$ cat src/hdl/dso_pkg.sv
// Package for the decaying sine oscillator: item codes, constants and datapath helpers.
`default_nettype none

package dso_pkg;

  localparam int FracBits = 12;
  localparam logic [3:0] LastCrossing = 4'd15;

  typedef enum logic {
    KIND_TICK = 1'b0,
    KIND_NOTE = 1'b1
  } kind_e;

  // Drop v >> shift from v, worked at FracBits extra fraction bits.
  function automatic logic [31:0] decayed(logic [31:0] v, logic [4:0] shift);
    logic [31:0] w;
    w = {v[31-FracBits:0], {FracBits{1'b0}}};
    w = w - 32'($signed(w) >>> shift);
    return 32'($signed(w) >>> FracBits);
  endfunction

  // Phase step: ((3*c - p) >> 1) * fac >> FracBits, wrapping at 32 bits.
  function automatic logic [31:0] scaled_step(logic [31:0] c, logic [31:0] p,
                                              logic [11:0] fac);
    logic [31:0] t;
    logic [43:0] prod;
    t = c + {c[30:0], 1'b0} - p;
    t = 32'($signed(t) >>> 1);
    prod = {12'b0, t} * {32'b0, fac};
    return 32'($signed(prod[31:0]) >>> FracBits);
  endfunction

endpackage

`default_nettype wire

$ cat src/hdl/decaying_sine_oscillator_top.sv
// Top level of the decaying coupled-form sine oscillator (one voice).
//
//   channel | direction | handshake            | payload
//   --------+-----------+----------------------+-------------------------------------------
//   in      | input     | in_valid_i/in_ready_o | kind, freq_factor, start_magnitude,
//           |           |                      | decay_period, decay_shift
//   out     | output    | out_valid_o/out_ready_i | sample
//
// An accepted item lands in the input register and is processed from there: decay,
// phase rotation and resync run in one combinational pass into the state registers,
// so one item is taken per cycle while no tick waits; the result register takes a
// tick's sample, the sine before its update, and drives it on the output.
// A note start never waits; a tick waits in the input register only while the
// result register is full and not taken.
// Reset is asynchronous, active low, and clears valid flags and oscillator state only.
`default_nettype none

module decaying_sine_oscillator_top (
  input  wire logic        clk_i,
  input  wire logic        rst_ni,
  input  wire logic        in_valid_i,
  output      logic        in_ready_o,
  input  wire logic        kind_i,
  input  wire logic [11:0] freq_factor_i,
  input  wire logic [18:0] start_magnitude_i,
  input  wire logic [15:0] decay_period_i,
  input  wire logic [4:0]  decay_shift_i,
  output      logic        out_valid_o,
  input  wire logic        out_ready_i,
  output      logic [31:0] sample_o
);

  // input register
  logic              in_valid_q;
  dso_pkg::kind_e    kind_q;
  logic [11:0]       freq_q;
  logic [18:0]       mag_in_q;
  logic [15:0]       period_q;
  logic [4:0]        shift_in_q;

  // oscillator state
  logic [11:0] step_factor_q, step_factor_d;
  logic [15:0] decay_reload_q, decay_reload_d;
  logic [4:0]  decay_amount_q, decay_amount_d;
  logic [31:0] resync_mag_q, resync_mag_d;
  logic [31:0] cos_now_q, cos_now_d;
  logic [31:0] cos_before_q, cos_before_d;
  logic [31:0] sin_now_q, sin_now_d;
  logic [31:0] sin_before_q, sin_before_d;
  logic [3:0]  cross_cnt_q, cross_cnt_d;
  logic [15:0] countdown_q, countdown_d;

  // result register
  logic        out_valid_q;
  logic [31:0] sample_q;

  logic        is_tick;
  logic        fire;
  logic        expire;
  logic [31:0] mag_x, cb_x, cn_x, sb_x, sn_x;
  logic [31:0] nc, ns;
  logic        up;

  assign is_tick    = (kind_q == dso_pkg::KIND_TICK);
  // a tick needs room in the result register, a note start does not
  assign fire       = in_valid_q && (!is_tick || !out_valid_q || out_ready_i);
  assign in_ready_o = !in_valid_q || fire;

  assign out_valid_o = out_valid_q;
  assign sample_o    = sample_q;

  always_comb begin
    expire = (countdown_q == 16'd1);
    mag_x  = expire ? dso_pkg::decayed(resync_mag_q, decay_amount_q) : resync_mag_q;
    cb_x   = expire ? dso_pkg::decayed(cos_before_q, decay_amount_q) : cos_before_q;
    cn_x   = expire ? dso_pkg::decayed(cos_now_q, decay_amount_q) : cos_now_q;
    sb_x   = expire ? dso_pkg::decayed(sin_before_q, decay_amount_q) : sin_before_q;
    sn_x   = expire ? dso_pkg::decayed(sin_now_q, decay_amount_q) : sin_now_q;
    nc     = cn_x - dso_pkg::scaled_step(sn_x, sb_x, step_factor_q);
    ns     = sn_x + dso_pkg::scaled_step(cn_x, cb_x, step_factor_q);
    up     = sn_x[31] && !ns[31];
  end

  always_comb begin
    step_factor_d  = step_factor_q;
    decay_reload_d = decay_reload_q;
    decay_amount_d = decay_amount_q;
    resync_mag_d   = resync_mag_q;
    cos_now_d      = cos_now_q;
    cos_before_d   = cos_before_q;
    sin_now_d      = sin_now_q;
    sin_before_d   = sin_before_q;
    cross_cnt_d    = cross_cnt_q;
    countdown_d    = countdown_q;
    if (fire) begin
      if (!is_tick) begin
        step_factor_d  = freq_q;
        decay_reload_d = period_q;
        decay_amount_d = shift_in_q;
        resync_mag_d   = {13'b0, mag_in_q};
        cos_now_d      = {13'b0, mag_in_q};
        cos_before_d   = {13'b0, mag_in_q};
        sin_now_d      = '0;
        sin_before_d   = '0;
        cross_cnt_d    = '0;
        countdown_d    = period_q;
      end else begin
        countdown_d  = expire ? decay_reload_q : countdown_q - 16'd1;
        resync_mag_d = mag_x;
        cos_before_d = cn_x;
        sin_before_d = sn_x;
        if (up && cross_cnt_q == dso_pkg::LastCrossing) begin
          // resync to the decayed magnitude
          cos_now_d   = mag_x;
          sin_now_d   = '0;
          cross_cnt_d = '0;
        end else begin
          cos_now_d = nc;
          sin_now_d = ns;
          if (up) begin
            cross_cnt_d = cross_cnt_q + 4'd1;
          end
        end
      end
    end
  end

  always_ff @(posedge clk_i or negedge rst_ni) begin
    if (!rst_ni) begin
      in_valid_q <= 1'b0;
    end else if (in_ready_o) begin
      in_valid_q <= in_valid_i;
    end
  end

  always_ff @(posedge clk_i) begin
    if (in_valid_i && in_ready_o) begin
      kind_q     <= dso_pkg::kind_e'(kind_i);
      freq_q     <= freq_factor_i;
      mag_in_q   <= start_magnitude_i;
      period_q   <= decay_period_i;
      shift_in_q <= decay_shift_i;
    end
  end

  always_ff @(posedge clk_i or negedge rst_ni) begin
    if (!rst_ni) begin
      step_factor_q  <= '0;
      decay_reload_q <= 16'd1;
      decay_amount_q <= '0;
      resync_mag_q   <= '0;
      cos_now_q      <= '0;
      cos_before_q   <= '0;
      sin_now_q      <= '0;
      sin_before_q   <= '0;
      cross_cnt_q    <= '0;
      countdown_q    <= 16'd1;
    end else begin
      step_factor_q  <= step_factor_d;
      decay_reload_q <= decay_reload_d;
      decay_amount_q <= decay_amount_d;
      resync_mag_q   <= resync_mag_d;
      cos_now_q      <= cos_now_d;
      cos_before_q   <= cos_before_d;
      sin_now_q      <= sin_now_d;
      sin_before_q   <= sin_before_d;
      cross_cnt_q    <= cross_cnt_d;
      countdown_q    <= countdown_d;
    end
  end

  always_ff @(posedge clk_i or negedge rst_ni) begin
    if (!rst_ni) begin
      out_valid_q <= 1'b0;
    end else if (fire && is_tick) begin
      out_valid_q <= 1'b1;
    end else if (out_ready_i) begin
      out_valid_q <= 1'b0;
    end
  end

  // the sample is the sine before this tick's update
  always_ff @(posedge clk_i) begin
    if (fire && is_tick) begin
      sample_q <= sin_now_q;
    end
  end

endmodule

`default_nettype wire

$ cat config.mk
export PLATFORM = sky130hd
export DESIGN_NAME = decaying_sine_oscillator_top
export DESIGN_NICKNAME = d
export VERILOG_FILES = /design/src/hdl/dso_pkg.sv /design/src/hdl/decaying_sine_oscillator_top.sv
export SDC_FILE = /design/constraint.sdc
export NUM_CORES = 2
export LEC_CHECK = 0
export BUFFER_PORTS_ARGS = -buffer_cell sky130_fd_sc_hd__buf_4
export CAP_MARGIN = 30
export CORE_MARGIN = 2
export CORE_UTILIZATION = 52
export CTS_BUF_LIST = sky130_fd_sc_hd__clkbuf_16
export CTS_CLUSTER_DIAMETER = 100
export DETAILED_ROUTE_END_ITERATION = 8
export PLACE_DENSITY_LB_ADDON = 0.3
export SYNTH_ARGS = -nofsm -noshare
export SYNTH_HDL_FRONTEND = slang
export SYNTH_SLANG_ARGS = --single-unit
$ cat constraint.sdc
create_clock -name clk_i -period 39.3 [get_ports clk_i]
set_clock_uncertainty 0.15 [all_clocks]
set_input_delay 1.965 -clock clk_i [delete_from_list [all_inputs] [get_ports clk_i]]
set_output_delay 1.965 -clock clk_i [all_outputs]
set_load 0.01 [all_outputs]
==> results.txt <==
- The run finished with clean final reports.
- Dividing the detail-routed wire length by the instance count gives 21.50 um.
- For this run the aggregate overflow at the end of global routing stands at 0.
- Number of enable flip-flop cells after synthesis: 85
- On the worst path, the slowest cell contributes a delay of 0.93 ns.
* Total cell area at the placement stage: 50230 sq um
- Crit path capture type: register
- The slowest stage of the critical path is the sky130_fd_sc_hd__o41ai_1 cell.
- Net count after synthesis: 6503
- After synthesis the cells add up to 48560 sq um.
- The die covers 95840 sq um.
- Cell Rows: 112
- The critical path in this run is classified as register to register.
* Maximum clock frequency: 55.40 MHz
* Largest net degree at the start of global routing: 198
- Adding up every negative setup slack in the final design gives 0 ns.
- Via/cell ratio: 6.142
* Arrival time at the worst endpoint: 18.35 ns
* Hold WC Path Type: register to register
- Synthesis produced 5596 cells.
- In the layout the commonest cells are sky130_fd_sc_hd__nand2_1, sky130_fd_sc_hd__inv_1, sky130_fd_sc_hd__fa_1.
- The first global-routing pass estimated 231.2 mm of wire.
- The number of slew-limit violations in the final report came to 0.
- Of all nets on the critical path, the largest fanout is 72.
- Counting stages on the worst path, the most repeated cell is sky130_fd_sc_hd__a21oi_1.
- Ys flop type: sky130_fd_sc_hd__dfrtp_1
* X dimension of the die: 309.6 um
* Max-cap check violation count: 0
- Clock-pin slew reported for the worst setup and hold paths after clock tree synthesis: 0.07 ns
- RSZ-0062 raised after global routing: no
- After detailed routing, the number of remaining DRC violations is 0.
- Distinct cell type count after synthesis: 115
- Detailed placement finished with a half-perimeter wire length of 108.2 mm.
* Effective utilization at floorplan: 0.5227
- The number of antenna violations at the first check in global routing was 2.
* Category of the worst setup path launch point: register
- Floorplan Core Area: 92910 sq um
- Counting the fill cells in the layout gives 8363.
- Final setup violation count: 0
- Routability-driven placement finished with a final weighted congestion of 0.9852.
- Number of input and output port buffers inserted: 90
- Proportion of synthesized flip-flops having asynchronous set or reset: 0.7167
* Fraction of the yosys area taken by sequential cells: 0.1634
- The routed layout has 41720 vias.
* Number of hold violations in the final report: 0
- The die is 309.6 um tall.
- The average instance in the mapped netlist occupies 8.677 sq um.
* Post-CTS resize count: 0
- The detailed router finished its first iteration with 4391 violations.
- Once layout is done, the placed cells without fillers occupy 51620 sq um.
- The via count of the first global-routing pass was 40870.
* Number of clock buffers inserted by TritonCTS: 40
- GRT Resource Usage Total: 0.3082
- Area delta synth->final: 6.300%
* Clock Path Buffers: 3
* # hold bufs at CTS: 0
* Post-CTS setup buffer count: 0
- Yosys warning total: 0
- Final cycle utilization of the critical path: 0.4593
- Before antenna repair, the detailed router went through 7 iterations.
- Detail Route Antenna Nets: 0
- The library cell used most frequently in the layout, excluding fill and tap cells, is sky130_fd_sc_hd__nand2_1.
- For this design the top-level I/O count stands at 91.
* Setup slack of the most critical reg-to-reg path: 21.25 ns
* WP data required: 39.60 ns
* Count of H-tree levels built during CTS: 2
- At the later pin of the worst-skew pair, clock insertion delay measures 0.64 ns.
- Clock root cell: sky130_fd_sc_hd__clkbuf_16
- Transition time at the pin with the least slew margin: 1.123 ns
- The final layout contains routed wiring with a total length of 146.1 mm.
- CTS saw 300 sinks.
- TritonCTS built the clock tree.
* Footprint of the multi-input gates: 36790 sq um
- At the end of the flow, the number of nets in the layout was 6412.
- Normalized max-slew margin: 0.2454
- Period minus WS final: 18.05 ns
- Of the cells placed in the final design, the portion with a size suffix greater than 1 is 0.08759.
- Sequential cell area: 7956 sq um
* Synth Register Bits: 300
## Yosys cell counts, types with 128 or more instances
cell	instances	area, sq um
sky130_fd_sc_hd__nand2_1	905	3397
sky130_fd_sc_hd__inv_1	644	2417
sky130_fd_sc_hd__fa_1	539	10790
sky130_fd_sc_hd__xnor2_1	163	1428
sky130_fd_sc_hd__o21ai_0	241	1206
sky130_fd_sc_hd__nor2_1	273	1025
sky130_fd_sc_hd__a21o_1	128	960.9
sky130_fd_sc_hd__and2_1	159	994.7
sky130_fd_sc_hd__a21oi_1	314	1572
sky130_fd_sc_hd__ha_1	311	3891
sky130_fd_sc_hd__clkbuf_1	239	897.1
sky130_fd_sc_hd__dfrtp_1	213	5330
## path summary, 6_finish.rpt
path	startpoint	end	depth (start not counted)
setup / recovery	decay_amount_q[1]	sin_now_q[4]	59
hold / removal	freq_q[8]	step_factor_q[8]	2
setup reg to reg	decay_amount_q[1]	sin_now_q[4]	59
hold reg to reg	freq_q[8]	step_factor_q[8]	2
max in group asynchronous	rst_ni	decay_amount_q[0]	2
min in group asynchronous	rst_ni	step_factor_q[5]	1
## worst max-delay path, delay by kind of cell (launching register included)
family	cells	cell delay (ns)
AO/OA/AOI/OAI	24	6.75
XOR/XNOR	4	1.06
adder cells (fa/ha/maj)	10	4.48
buffers and inverters	7	1.86
flip-flops	1	0.59
AND/OR/NAND/NOR	14	2.88
## state kept, by name, summed over array words and instances, names as in the netlist
signal          flops
cross_cnt_q         4
sample_o           32
kind_q              1
resync_mag_q       32
shift_in_q          5
mag_in_q           19
cos_now_q          32
decay_amount_q      5
decay_reload_q     16
out_valid_o         1
step_factor_q      12
sin_now_q          32
period_q           16
freq_q             12
cos_before_q       32
in_valid_q          1
countdown_q        16
sin_before_q       32
## kinds of logic (layout without fill, tap and decap cells)
kind of cell / Yosys count / in the layout / share of synthesized area
buffers and inverters: 972 / 913 / 0.08019
adder cells (fa/ha/maj): 850 / 850 / 0.3023
AND/OR/NAND/NOR: 1738 / 1738 / 0.1616
AO/OA/AOI/OAI: 1230 / 1230 / 0.1697
other: 0 / 2 / 0
XOR/XNOR: 255 / 255 / 0.04844
flip-flops: 300 / 300 / 0.1634
multiplexers: 251 / 251 / 0.07428
## area by class of cell
| cell class | count | area share |
|---|---|---|
| clock buffer | 40 | 0.01939 |
| antenna | 2 | 0.00009696 |
| sequential | 300 | 0.1541 |
| inverter | 644 | 0.04685 |
| tap | 1254 | 0.03040 |
| multi-input combinational | 4324 | 0.7126 |
| timing repair buffer | 195 | 0.03035 |
| clock inverter | 34 | 0.006133 |
## stage by stage
step / hold slack [ns] / std cells / worst slack, ns / utilization
2_1_floorplan: 0.2646 / 5596 / 24.32 / -
3_3_place_gp: 0.2728 / 6705 / 21.26 / 0.5398
3_5_place_dp: 0.2810 / 6714 / 21.32 / 0.5407
4_1_cts: 0.2945 / 6788 / 21.22 / 0.5549
5_1_grt: 0.3118 / 6791 / 20.17 / 0.5555
6_report: 0.2874 / 6793 / 21.25 / 0.5556
## routing by layer
layer,vias to the layer above,routed length (um),track usage
met5,-,13,0
met4,2,6099,0.1188
met3,349,11990,0.04795
met2,1883,66500,0.4901
met1,20720,61450,0.4245
li1,18770,-,-
Power is not shown: default switching activity piles up to over one toggle a cycle in this logic, so the estimate is an artifact.
